==> config.mk <==
export PLATFORM = sky130hd
export DESIGN_NAME = two_stream_timestamp_pairer_flat
export DESIGN_NICKNAME = d
export VERILOG_FILES = /design/src/rtl/tsp_pkg.sv /design/src/rtl/tsp_in_if.sv /design/src/rtl/tsp_out_if.sv /design/src/rtl/tsp_ctrl.sv /design/src/rtl/tsp_datapath.sv /design/src/rtl/two_stream_timestamp_pairer.sv /design/src/flat_wrapper.sv
export SDC_FILE = /design/constraint.sdc
export NUM_CORES = 2
export LEC_CHECK = 0
export BUFFER_PORTS_ARGS = -buffer_cell sky130_fd_sc_hd__buf_4
export CAP_MARGIN = 15
export CORE_MARGIN = 10
export CORE_UTILIZATION = 44
export CTS_CLUSTER_DIAMETER = 120
export DETAILED_ROUTE_END_ITERATION = 16
export GPL_TIMING_DRIVEN = 0
export PLACE_DENSITY = 0.63
export SLEW_MARGIN = 30
export SYNTH_ARGS = -nofsm -noshare
export SYNTH_HDL_FRONTEND = slang
export SYNTH_SLANG_ARGS = --single-unit
==> constraint.sdc <==
create_clock -name i_clk -period 15.5 [get_ports i_clk]
set_input_delay 1.55 -clock i_clk [delete_from_list [all_inputs] [get_ports i_clk]]
set_output_delay 1.55 -clock i_clk [all_outputs]
set_load 0.02 [all_outputs]
==> src/rtl/tsp_pkg.sv <==
package tsp_pkg;

    localparam int QUEUE_DEPTH = 16;
    localparam int IDX_W = $clog2(QUEUE_DEPTH);
    localparam int CNT_W = $clog2(QUEUE_DEPTH + 1);
    localparam int TIME_W = 48;
    localparam int HANDLE_W = 32;
    localparam int WINDOW_W = 32;
    localparam logic [WINDOW_W-1:0] WINDOW_RESET = WINDOW_W'(100000);

    typedef enum logic [1:0] {
        ST_NONE    = 2'd0,
        ST_PAIR    = 2'd1,
        ST_REFUSED = 2'd2
    } t_status;

    typedef enum logic [2:0] {
        S_IDLE,
        S_READ,
        S_DIFF,
        S_DEC,
        S_EMIT
    } t_state;

    typedef struct packed {
        logic [TIME_W-1:0]   stamp;
        logic [HANDLE_W-1:0] handle;
    } t_entry;

    typedef struct packed {
        logic push;
        logic set_none;
        logic set_refused;
        logic calc_gap;
        logic drop;
        logic pair;
        logic emit;
    } t_dp_cmd;

    typedef struct packed {
        logic target_full;
        logic both_nonempty;
        logic gap_over;
        logic out_free;
    } t_dp_sts;

endpackage

==> src/rtl/tsp_in_if.sv <==
interface tsp_in_if;
    logic                           valid;
    logic                           ready;
    logic                           command;
    logic [tsp_pkg::TIME_W-1:0]     timestamp;
    logic [tsp_pkg::HANDLE_W-1:0]   handle;

    modport source (output valid, command, timestamp, handle, input ready);
    modport sink (input valid, command, timestamp, handle, output ready);
endinterface

==> src/rtl/tsp_out_if.sv <==
interface tsp_out_if;
    logic                           valid;
    logic                           ready;
    logic [1:0]                     status;
    logic [tsp_pkg::HANDLE_W-1:0]   image_handle;
    logic [tsp_pkg::HANDLE_W-1:0]   depth_handle;
    logic [tsp_pkg::TIME_W-1:0]     image_time;
    logic [tsp_pkg::TIME_W-1:0]     depth_time;

    modport source (output valid, status, image_handle, depth_handle, image_time,
                    depth_time, input ready);
    modport sink (input valid, status, image_handle, depth_handle, image_time,
                  depth_time, output ready);
endinterface

==> src/rtl/tsp_ctrl.sv <==
module tsp_ctrl (
    input  logic             i_clk,
    input  logic             i_rst_n,
    input  logic             i_in_valid,
    output logic             o_in_ready,
    input  tsp_pkg::t_dp_sts i_sts,
    output tsp_pkg::t_dp_cmd o_cmd
);

    tsp_pkg::t_state r_state;
    tsp_pkg::t_state n_state;

    always_ff @(posedge i_clk) begin
        if (!i_rst_n) begin
            r_state <= tsp_pkg::S_IDLE;
        end else begin
            r_state <= n_state;
        end
    end

    always_comb begin
        n_state    = r_state;
        o_cmd      = '0;
        o_in_ready = 1'b0;
        case (r_state)
            tsp_pkg::S_IDLE: begin
                o_in_ready = 1'b1;
                if (i_in_valid) begin
                    if (i_sts.target_full) begin
                        o_cmd.set_refused = 1'b1;
                        n_state = tsp_pkg::S_EMIT;
                    end else begin
                        o_cmd.push = 1'b1;
                        n_state = tsp_pkg::S_READ;
                    end
                end
            end
            tsp_pkg::S_READ: begin
                if (i_sts.both_nonempty) begin
                    n_state = tsp_pkg::S_DIFF;
                end else begin
                    o_cmd.set_none = 1'b1;
                    n_state = tsp_pkg::S_EMIT;
                end
            end
            tsp_pkg::S_DIFF: begin
                o_cmd.calc_gap = 1'b1;
                n_state = tsp_pkg::S_DEC;
            end
            tsp_pkg::S_DEC: begin
                if (i_sts.gap_over) begin
                    o_cmd.drop = 1'b1;
                    n_state = tsp_pkg::S_READ;
                end else begin
                    o_cmd.pair = 1'b1;
                    n_state = tsp_pkg::S_EMIT;
                end
            end
            tsp_pkg::S_EMIT: begin
                if (i_sts.out_free) begin
                    o_cmd.emit = 1'b1;
                    n_state = tsp_pkg::S_IDLE;
                end
            end
            default: begin
                n_state = tsp_pkg::S_IDLE;
            end
        endcase
    end

endmodule

==> src/rtl/tsp_datapath.sv <==
module tsp_datapath (
    input  logic                           i_clk,
    input  logic                           i_rst_n,
    input  logic                           i_cfg_wr_en,
    input  logic [tsp_pkg::WINDOW_W-1:0]   i_cfg_wr_data,
    input  logic                           i_command,
    input  logic [tsp_pkg::TIME_W-1:0]     i_timestamp,
    input  logic [tsp_pkg::HANDLE_W-1:0]   i_handle,
    input  tsp_pkg::t_dp_cmd               i_cmd,
    output tsp_pkg::t_dp_sts               o_sts,
    output logic                           o_valid,
    input  logic                           i_ready,
    output logic [1:0]                     o_status,
    output logic [tsp_pkg::HANDLE_W-1:0]   o_image_handle,
    output logic [tsp_pkg::HANDLE_W-1:0]   o_depth_handle,
    output logic [tsp_pkg::TIME_W-1:0]     o_image_time,
    output logic [tsp_pkg::TIME_W-1:0]     o_depth_time
);

    localparam logic [tsp_pkg::IDX_W:0] DEPTH_X = (tsp_pkg::IDX_W + 1)'(tsp_pkg::QUEUE_DEPTH);
    localparam logic [tsp_pkg::IDX_W-1:0] LAST_IDX =
        tsp_pkg::IDX_W'(tsp_pkg::QUEUE_DEPTH - 1);
    localparam logic [tsp_pkg::CNT_W-1:0] FULL_CNT =
        tsp_pkg::CNT_W'(tsp_pkg::QUEUE_DEPTH);

    tsp_pkg::t_entry r_img_mem [tsp_pkg::QUEUE_DEPTH];
    tsp_pkg::t_entry r_dep_mem [tsp_pkg::QUEUE_DEPTH];
    tsp_pkg::t_entry r_img_rd;
    tsp_pkg::t_entry r_dep_rd;

    logic [tsp_pkg::IDX_W-1:0] r_img_head;
    logic [tsp_pkg::IDX_W-1:0] r_dep_head;
    logic [tsp_pkg::CNT_W-1:0] r_img_cnt;
    logic [tsp_pkg::CNT_W-1:0] r_dep_cnt;
    logic [tsp_pkg::IDX_W-1:0] n_img_head;
    logic [tsp_pkg::IDX_W-1:0] n_dep_head;
    logic [tsp_pkg::IDX_W:0]   img_sum;
    logic [tsp_pkg::IDX_W:0]   dep_sum;
    logic [tsp_pkg::IDX_W-1:0] img_tail;
    logic [tsp_pkg::IDX_W-1:0] dep_tail;

    logic [tsp_pkg::WINDOW_W-1:0] r_window;
    logic [tsp_pkg::TIME_W-1:0]   r_gap;
    logic                         r_img_older;
    logic                         pop_img;
    logic                         pop_dep;
    logic                         push_img;
    logic                         push_dep;

    tsp_pkg::t_status             r_pend_status;
    tsp_pkg::t_entry              r_pend_img;
    tsp_pkg::t_entry              r_pend_dep;
    tsp_pkg::t_status             r_out_status;
    tsp_pkg::t_entry              r_out_img;
    tsp_pkg::t_entry              r_out_dep;
    logic                         r_out_valid;

    always_comb begin
        n_img_head = (r_img_head == LAST_IDX) ? '0 : r_img_head + 1'b1;
        n_dep_head = (r_dep_head == LAST_IDX) ? '0 : r_dep_head + 1'b1;
        img_sum    = (tsp_pkg::IDX_W + 1)'(r_img_head) + (tsp_pkg::IDX_W + 1)'(r_img_cnt);
        dep_sum    = (tsp_pkg::IDX_W + 1)'(r_dep_head) + (tsp_pkg::IDX_W + 1)'(r_dep_cnt);
        img_tail   = (img_sum >= DEPTH_X) ? tsp_pkg::IDX_W'(img_sum - DEPTH_X)
                                          : tsp_pkg::IDX_W'(img_sum);
        dep_tail   = (dep_sum >= DEPTH_X) ? tsp_pkg::IDX_W'(dep_sum - DEPTH_X)
                                          : tsp_pkg::IDX_W'(dep_sum);
        push_img   = i_cmd.push && !i_command;
        push_dep   = i_cmd.push && i_command;
        pop_img    = i_cmd.pair || (i_cmd.drop && r_img_older);
        pop_dep    = i_cmd.pair || (i_cmd.drop && !r_img_older);
    end

    always_ff @(posedge i_clk) begin
        if (push_img) begin
            r_img_mem[img_tail] <= '{stamp: i_timestamp, handle: i_handle};
        end
        if (push_dep) begin
            r_dep_mem[dep_tail] <= '{stamp: i_timestamp, handle: i_handle};
        end
        r_img_rd <= r_img_mem[r_img_head];
        r_dep_rd <= r_dep_mem[r_dep_head];
    end

    always_ff @(posedge i_clk) begin
        if (!i_rst_n) begin
            r_img_head <= '0;
            r_dep_head <= '0;
            r_img_cnt  <= '0;
            r_dep_cnt  <= '0;
        end else begin
            if (push_img) begin
                r_img_cnt <= r_img_cnt + 1'b1;
            end else if (pop_img) begin
                r_img_cnt  <= r_img_cnt - 1'b1;
                r_img_head <= n_img_head;
            end
            if (push_dep) begin
                r_dep_cnt <= r_dep_cnt + 1'b1;
            end else if (pop_dep) begin
                r_dep_cnt  <= r_dep_cnt - 1'b1;
                r_dep_head <= n_dep_head;
            end
        end
    end

    always_ff @(posedge i_clk) begin
        if (!i_rst_n) begin
            r_window <= tsp_pkg::WINDOW_RESET;
        end else if (i_cfg_wr_en) begin
            r_window <= i_cfg_wr_data;
        end
    end

    always_ff @(posedge i_clk) begin
        if (i_cmd.calc_gap) begin
            r_img_older <= (r_img_rd.stamp <= r_dep_rd.stamp);
            r_gap <= (r_img_rd.stamp > r_dep_rd.stamp) ? r_img_rd.stamp - r_dep_rd.stamp
                                                       : r_dep_rd.stamp - r_img_rd.stamp;
        end
    end

    always_ff @(posedge i_clk) begin
        if (i_cmd.pair) begin
            r_pend_status <= tsp_pkg::ST_PAIR;
            r_pend_img    <= r_img_rd;
            r_pend_dep    <= r_dep_rd;
        end else if (i_cmd.set_none || i_cmd.set_refused) begin
            r_pend_status <= i_cmd.set_refused ? tsp_pkg::ST_REFUSED : tsp_pkg::ST_NONE;
            r_pend_img    <= '0;
            r_pend_dep    <= '0;
        end
    end

    always_ff @(posedge i_clk) begin
        if (!i_rst_n) begin
            r_out_valid <= 1'b0;
        end else if (i_cmd.emit) begin
            r_out_valid <= 1'b1;
        end else if (i_ready) begin
            r_out_valid <= 1'b0;
        end
    end

    always_ff @(posedge i_clk) begin
        if (i_cmd.emit) begin
            r_out_status <= r_pend_status;
            r_out_img    <= r_pend_img;
            r_out_dep    <= r_pend_dep;
        end
    end

    always_comb begin
        o_sts.target_full   = i_command ? (r_dep_cnt == FULL_CNT) : (r_img_cnt == FULL_CNT);
        o_sts.both_nonempty = (r_img_cnt != '0) && (r_dep_cnt != '0);
        o_sts.gap_over      = r_gap > tsp_pkg::TIME_W'(r_window);
        o_sts.out_free      = !r_out_valid || i_ready;
    end

    assign o_valid        = r_out_valid;
    assign o_status       = r_out_status;
    assign o_image_handle = r_out_img.handle;
    assign o_depth_handle = r_out_dep.handle;
    assign o_image_time   = r_out_img.stamp;
    assign o_depth_time   = r_out_dep.stamp;

endmodule

==> src/rtl/two_stream_timestamp_pairer.sv <==
// Pairs color and depth frames whose capture times lie within a window.
// Requests enter on i_arrival: command selects the color (0) or depth (1)
// stream, with the frame's timestamp and buffer handle. Each stream has its
// own FIFO of 16 entries. Every accepted request yields exactly one result on
// o_result: status none, pair (with both handles and times), or refused when
// the selected FIFO was already full. The window is written through
// i_cfg_wr_en and i_cfg_wr_data. The user must write it only while the block
// is idle; the block itself does not enforce this. One request is handled at
// a time. A refused request passes through the pending result register into
// the output register. Each head compare runs through the READ, DIFF and DEC
// states, and at most 16 + 15 heads are dropped per request. A result without
// a pair is given once either FIFO is empty. The next request is taken the
// cycle after the result is loaded into the output register. Reset clears both
// FIFOs, sets the window to 100000 and empties the output register. A stalled
// receiver holds the result in the output register; the block still takes one
// more request and parks its result.
module two_stream_timestamp_pairer (
    input  logic                           i_clk,
    input  logic                           i_rst_n,
    input  logic                           i_cfg_wr_en,
    input  logic [tsp_pkg::WINDOW_W-1:0]   i_cfg_wr_data,
    tsp_in_if.sink                         i_arrival,
    tsp_out_if.source                      o_result
);

    tsp_pkg::t_dp_cmd cmd;
    tsp_pkg::t_dp_sts sts;

    tsp_ctrl u_ctrl (
        .i_clk      (i_clk),
        .i_rst_n    (i_rst_n),
        .i_in_valid (i_arrival.valid),
        .o_in_ready (i_arrival.ready),
        .i_sts      (sts),
        .o_cmd      (cmd)
    );

    tsp_datapath u_datapath (
        .i_clk          (i_clk),
        .i_rst_n        (i_rst_n),
        .i_cfg_wr_en    (i_cfg_wr_en),
        .i_cfg_wr_data  (i_cfg_wr_data),
        .i_command      (i_arrival.command),
        .i_timestamp    (i_arrival.timestamp),
        .i_handle       (i_arrival.handle),
        .i_cmd          (cmd),
        .o_sts          (sts),
        .o_valid        (o_result.valid),
        .i_ready        (o_result.ready),
        .o_status       (o_result.status),
        .o_image_handle (o_result.image_handle),
        .o_depth_handle (o_result.depth_handle),
        .o_image_time   (o_result.image_time),
        .o_depth_time   (o_result.depth_time)
    );

endmodule
==> src/flat_wrapper.sv <==
// flat-port wrapper written by rule: the top's interface ports become plain ports
module two_stream_timestamp_pairer_flat 
  (i_clk, i_rst_n, i_cfg_wr_en, i_cfg_wr_data, i_arrival_valid, i_arrival_command, i_arrival_timestamp, i_arrival_handle, i_arrival_ready, o_result_valid, o_result_status, o_result_image_handle, o_result_depth_handle, o_result_image_time, o_result_depth_time, o_result_ready);
  tsp_in_if i_arrival_i ();
  tsp_out_if o_result_i ();
  input  logic i_clk;
  input  logic i_rst_n;
  input  logic i_cfg_wr_en;
  input  logic [tsp_pkg::WINDOW_W-1:0] i_cfg_wr_data;
  input wire logic [$bits(i_arrival_i.valid)-1:0] i_arrival_valid;
  input wire logic [$bits(i_arrival_i.command)-1:0] i_arrival_command;
  input wire logic [$bits(i_arrival_i.timestamp)-1:0] i_arrival_timestamp;
  input wire logic [$bits(i_arrival_i.handle)-1:0] i_arrival_handle;
  output wire logic [$bits(i_arrival_i.ready)-1:0] i_arrival_ready;
  output wire logic [$bits(o_result_i.valid)-1:0] o_result_valid;
  output wire logic [$bits(o_result_i.status)-1:0] o_result_status;
  output wire logic [$bits(o_result_i.image_handle)-1:0] o_result_image_handle;
  output wire logic [$bits(o_result_i.depth_handle)-1:0] o_result_depth_handle;
  output wire logic [$bits(o_result_i.image_time)-1:0] o_result_image_time;
  output wire logic [$bits(o_result_i.depth_time)-1:0] o_result_depth_time;
  input wire logic [$bits(o_result_i.ready)-1:0] o_result_ready;
  assign i_arrival_i.valid = i_arrival_valid;
  assign i_arrival_i.command = i_arrival_command;
  assign i_arrival_i.timestamp = i_arrival_timestamp;
  assign i_arrival_i.handle = i_arrival_handle;
  assign i_arrival_ready = i_arrival_i.ready;
  assign o_result_valid = o_result_i.valid;
  assign o_result_status = o_result_i.status;
  assign o_result_image_handle = o_result_i.image_handle;
  assign o_result_depth_handle = o_result_i.depth_handle;
  assign o_result_image_time = o_result_i.image_time;
  assign o_result_depth_time = o_result_i.depth_time;
  assign o_result_i.ready = o_result_ready;
  two_stream_timestamp_pairer u_core (.i_clk(i_clk), .i_rst_n(i_rst_n), .i_cfg_wr_en(i_cfg_wr_en), .i_cfg_wr_data(i_cfg_wr_data), .i_arrival(i_arrival_i), .o_result(o_result_i));
endmodule
==> run summary <==
Num rows = 191
Power density over the cells = 140 nW/µm²
Post-synth top flop = edfxtp_1
Final setup TNS = 0 ns
Layout net count = 6660
Post-route DRC violation count = 0
Root buf cell = clkbuf_16
Initial antenna violation count = 27
Register area = 92300 µm²
Fill cells = 20618
Final Core Density = 53.0%
Initial Util = 44.2%
Crit path cell chain = nor4_1 -> nand4_1 -> or3_1 -> a31oi_1 -> o22ai_2 -> nand2_1 -> clkbuf_2 -> buf_1 -> nand2_4 -> buf_16 -> buf_16
Fin cells = 10244
Number of global-route vias before repair = 60968
Crit Path Category = reg2reg
Tcrit/Tclk final = 37.1%
Initial DRC count = 7001
Design area = 144000 µm²
Final setup fails = 0
Slew headroom = 27.0%
H-tree levels = 5
Critical path fanouts, max = 37
Die area = 294000 µm²
Pre-CTS WS = 9.71 ns
GRT overflow = 0
Post-synth EDFFs = 2931
Launch point of the worst reg-to-reg path = u_core.u_datapath.r_gap[47]
Slowest Stage Delay on Critical Path = 0.74 ns
Worst Path Buf+Inv = 4
ANT nets after route = 0
Reported leakage power = 46.7 nW
RSZ-0062 raised after global routing = no
Largest net degree at the start of global routing = 49
Area growth syn-to-layout = 19.7%
FFs w/ async S/R, synth = 0%
Worst skew pair latency = 0.90 ns
# clock sinks = 3147
Global-route wire length before repair = 450000 µm
Crit path max-delay cell type = or3_1
Worst hold start = u_core.u_datapath.r_pend_img[29]
Post-Syn Area per Cell = 21.6 µm²
Post-Route Skew = 0.0937 ns
Core ar. = 271000 µm²
Die height = 542 µm
Placed cells = 9632
Synth Register Bits = 3147
Die width = 542 µm
Final Hold Fails = 0
Setup ws final = 9.75 ns
Top delay family on crit path = simple AND/OR/NAND/NOR gates
Top-count cell post-synth = edfxtp_1
CTS tree = done
Worst R2R End = u_core.u_datapath.r_pend_img[25]
Synth Warn # = 0
DR vias/cell = 5.82
WHS Path Cells = 0
Hold_buf cts = 0
Seq/Total Area, Yosys = 76.9%
Longest Clk Path Bufs = 4
Synth Cell Area = 120000 µm²
Min-delay worst type = reg2reg
Peak VDD IR = 91.6 µV
Placed Area = 133000 µm²
CTS clk-pin slew, worst paths = 0.06 ns
Leading area contributor after synthesis = edfxtp_1
PortBufs = 280
Pre-antenna DRT Iters = 6
Worst setup SP type = flip-flop
Synth cell count leaders = edfxtp_1, mux4_2, nor2_1
Routed vias = 59618
Slew at the pin closest to its max-slew limit = 1.09 ns
Critical Path RT = 16.07 ns
Syn nets = 5820
Result of the run = completed
WP data arrival = 6.32 ns
Mapped Cells = 5555
Hold path endpoint = u_core.u_datapath.o_image_handle[29]
Final Max Tran Viols = 0
DRT Wirelength = 318000 µm
Post-synth top area share = 73.3%
WL per Instance = 31.1 µm
Post-synth cell types = 81
Layout cells sized above 1 = 29.7%
Total CTS buffers = 330
Area contributors post-synth = edfxtp_1, mux4_2, dfxtp_1, ha_1, nor2_1
Post-CTS Setup Bufs = 0
Gr usage total = 21.2%
Fmax = 174 MHz
Most used cell, CP = buf_16
DP HPWL = 221000 µm
# Max-Cap Violations = 0
Placer Congestion = 0.870
Crit end category = flip-flop
Area of the multi-input gates = 26300 µm²
Worst R2R Path Depth = 11
Reg2Reg Setup Slack = 9.75 ns
Io pins = 282
Cts repair resizes = 0
Post-layout min period = 5.75 ns
## sequential cells by signal (all words and copies together), names as in the netlist
signal / flops
u_core.u_datapath.r_dep_mem: 1280
u_core.u_datapath.r_img_mem: 1280
u_core.u_datapath.r_dep_rd: 80
u_core.u_datapath.r_img_rd: 80
u_core.u_datapath.r_pend_dep: 80
u_core.u_datapath.r_pend_img: 80
u_core.u_datapath.o_depth_time: 48
u_core.u_datapath.o_image_time: 48
u_core.u_datapath.r_gap: 48
u_core.u_datapath.o_depth_handle: 32
u_core.u_datapath.o_image_handle: 32
u_core.u_datapath.r_window: 32
u_core.u_datapath.r_dep_cnt: 5
u_core.u_datapath.r_img_cnt: 5
u_core.u_datapath.r_dep_head: 4
u_core.u_datapath.r_img_head: 4
u_core.u_ctrl.r_state: 3
u_core.u_datapath.o_status: 2
u_core.u_datapath.r_pend_status: 2
u_core.u_datapath.o_valid: 1
u_core.u_datapath.r_img_older: 1
## routing by layer
metal	vias up	share of wire [%]	global-route usage (%)
li1	24703	-	-
met1	31758	40	28.9
met2	2610	48	34.1
met3	547	8.6	4.84
met4	0	3.6	7.09
met5	-	0	0
## worst register-to-register path: stages, from the launching register on
cell,delay (ns)
edfxtp_1,0.37
nor4_1,0.61
nand4_1,0.33
or3_1,0.74
a31oi_1,0.65
o22ai_2,0.20
nand2_1,0.47
clkbuf_2,0.56
buf_1,0.60
nand2_4,0.31
buf_16,0.28
buf_16,0.31
## metrics by stage
step	hold slack, ns	total power, mW
5_1_grt	0.421	20.8
6_report	0.412	20.1
4_1_cts	0.416	20.3
3_3_place_gp	0.404	12.5
2_1_floorplan	0.400	11.5
3_5_place_dp	0.405	12.6
## layout make-up
class	instances	area share, %
sequential	3147	64.3
multi-input combinational	1988	18.3
clock buffer	454	6.39
timing repair buffer	508	5.63
tap	3570	3.11
clock inverter	145	1.03
buffer	262	0.833
inverter	158	0.416
antenna	12	0.0209
## worst max-delay path by stage
stage	cells after the start	start	endpoint	slack, ns
after floorplan	2	o_result_ready	u_core.u_datapath.o_depth_handle[0]	6.02
after global placement	3	o_result_ready	u_core.u_datapath.o_depth_time[12]	0.49
after detailed placement	11	u_core.u_datapath.r_gap[47]	u_core.u_datapath.r_pend_dep[29]	9.71
after CTS	11	u_core.u_datapath.r_gap[47]	u_core.u_datapath.r_pend_img[25]	9.72
after global routing	11	u_core.u_datapath.r_gap[47]	u_core.u_datapath.r_pend_dep[29]	9.53
final	11	u_core.u_datapath.r_gap[47]	u_core.u_datapath.r_pend_img[25]	9.75
## cells by family after synthesis
logic type	count (synthesis)	synth area share [%]
xor gates and xnor gates	64	0.467
muxes	844	15.4
DFF	3147	76.9
AOI/OAI and AO/OA	416	2.23
adders and majority gates	147	1.57
buffers and inverters	420	1.38
and+or+nand+nor	517	2.02
## cells in the final DEF, fill, tap and decap left out, types with 30 or more instances in the layout
master / netlist / final
a21o_1: 62 / 62
a21oi_1: 143 / 143
and3_1: 70 / 70
buf_16: 0 / 200
buf_2: 29 / 66
buf_4: 7 / 288
clkbuf_1: 173 / 200
clkbuf_16: 0 / 340
clkbuf_2: 2 / 72
clkinv_1: 0 / 45
clkinv_2: 0 / 43
dfxtp_1: 216 / 216
edfxtp_1: 2931 / 2931
ha_1: 141 / 141
inv_1: 156 / 156
mux2i_1: 41 / 41
mux4_2: 800 / 800
nand2_1: 92 / 91
nand4_1: 30 / 30
nor2_1: 233 / 199
nor2_4: 0 / 34
o21ai_0: 63 / 63
xnor2_1: 46 / 46
## report_power, final
part,internal [mW],leakage [nW],switching (mW)
registers,9.92,28.3,0.197
logic,0.846,13.2,1.41
clock network,4.55,5.17,3.21
No activity file was read; power rests on OpenSTA's default activity.
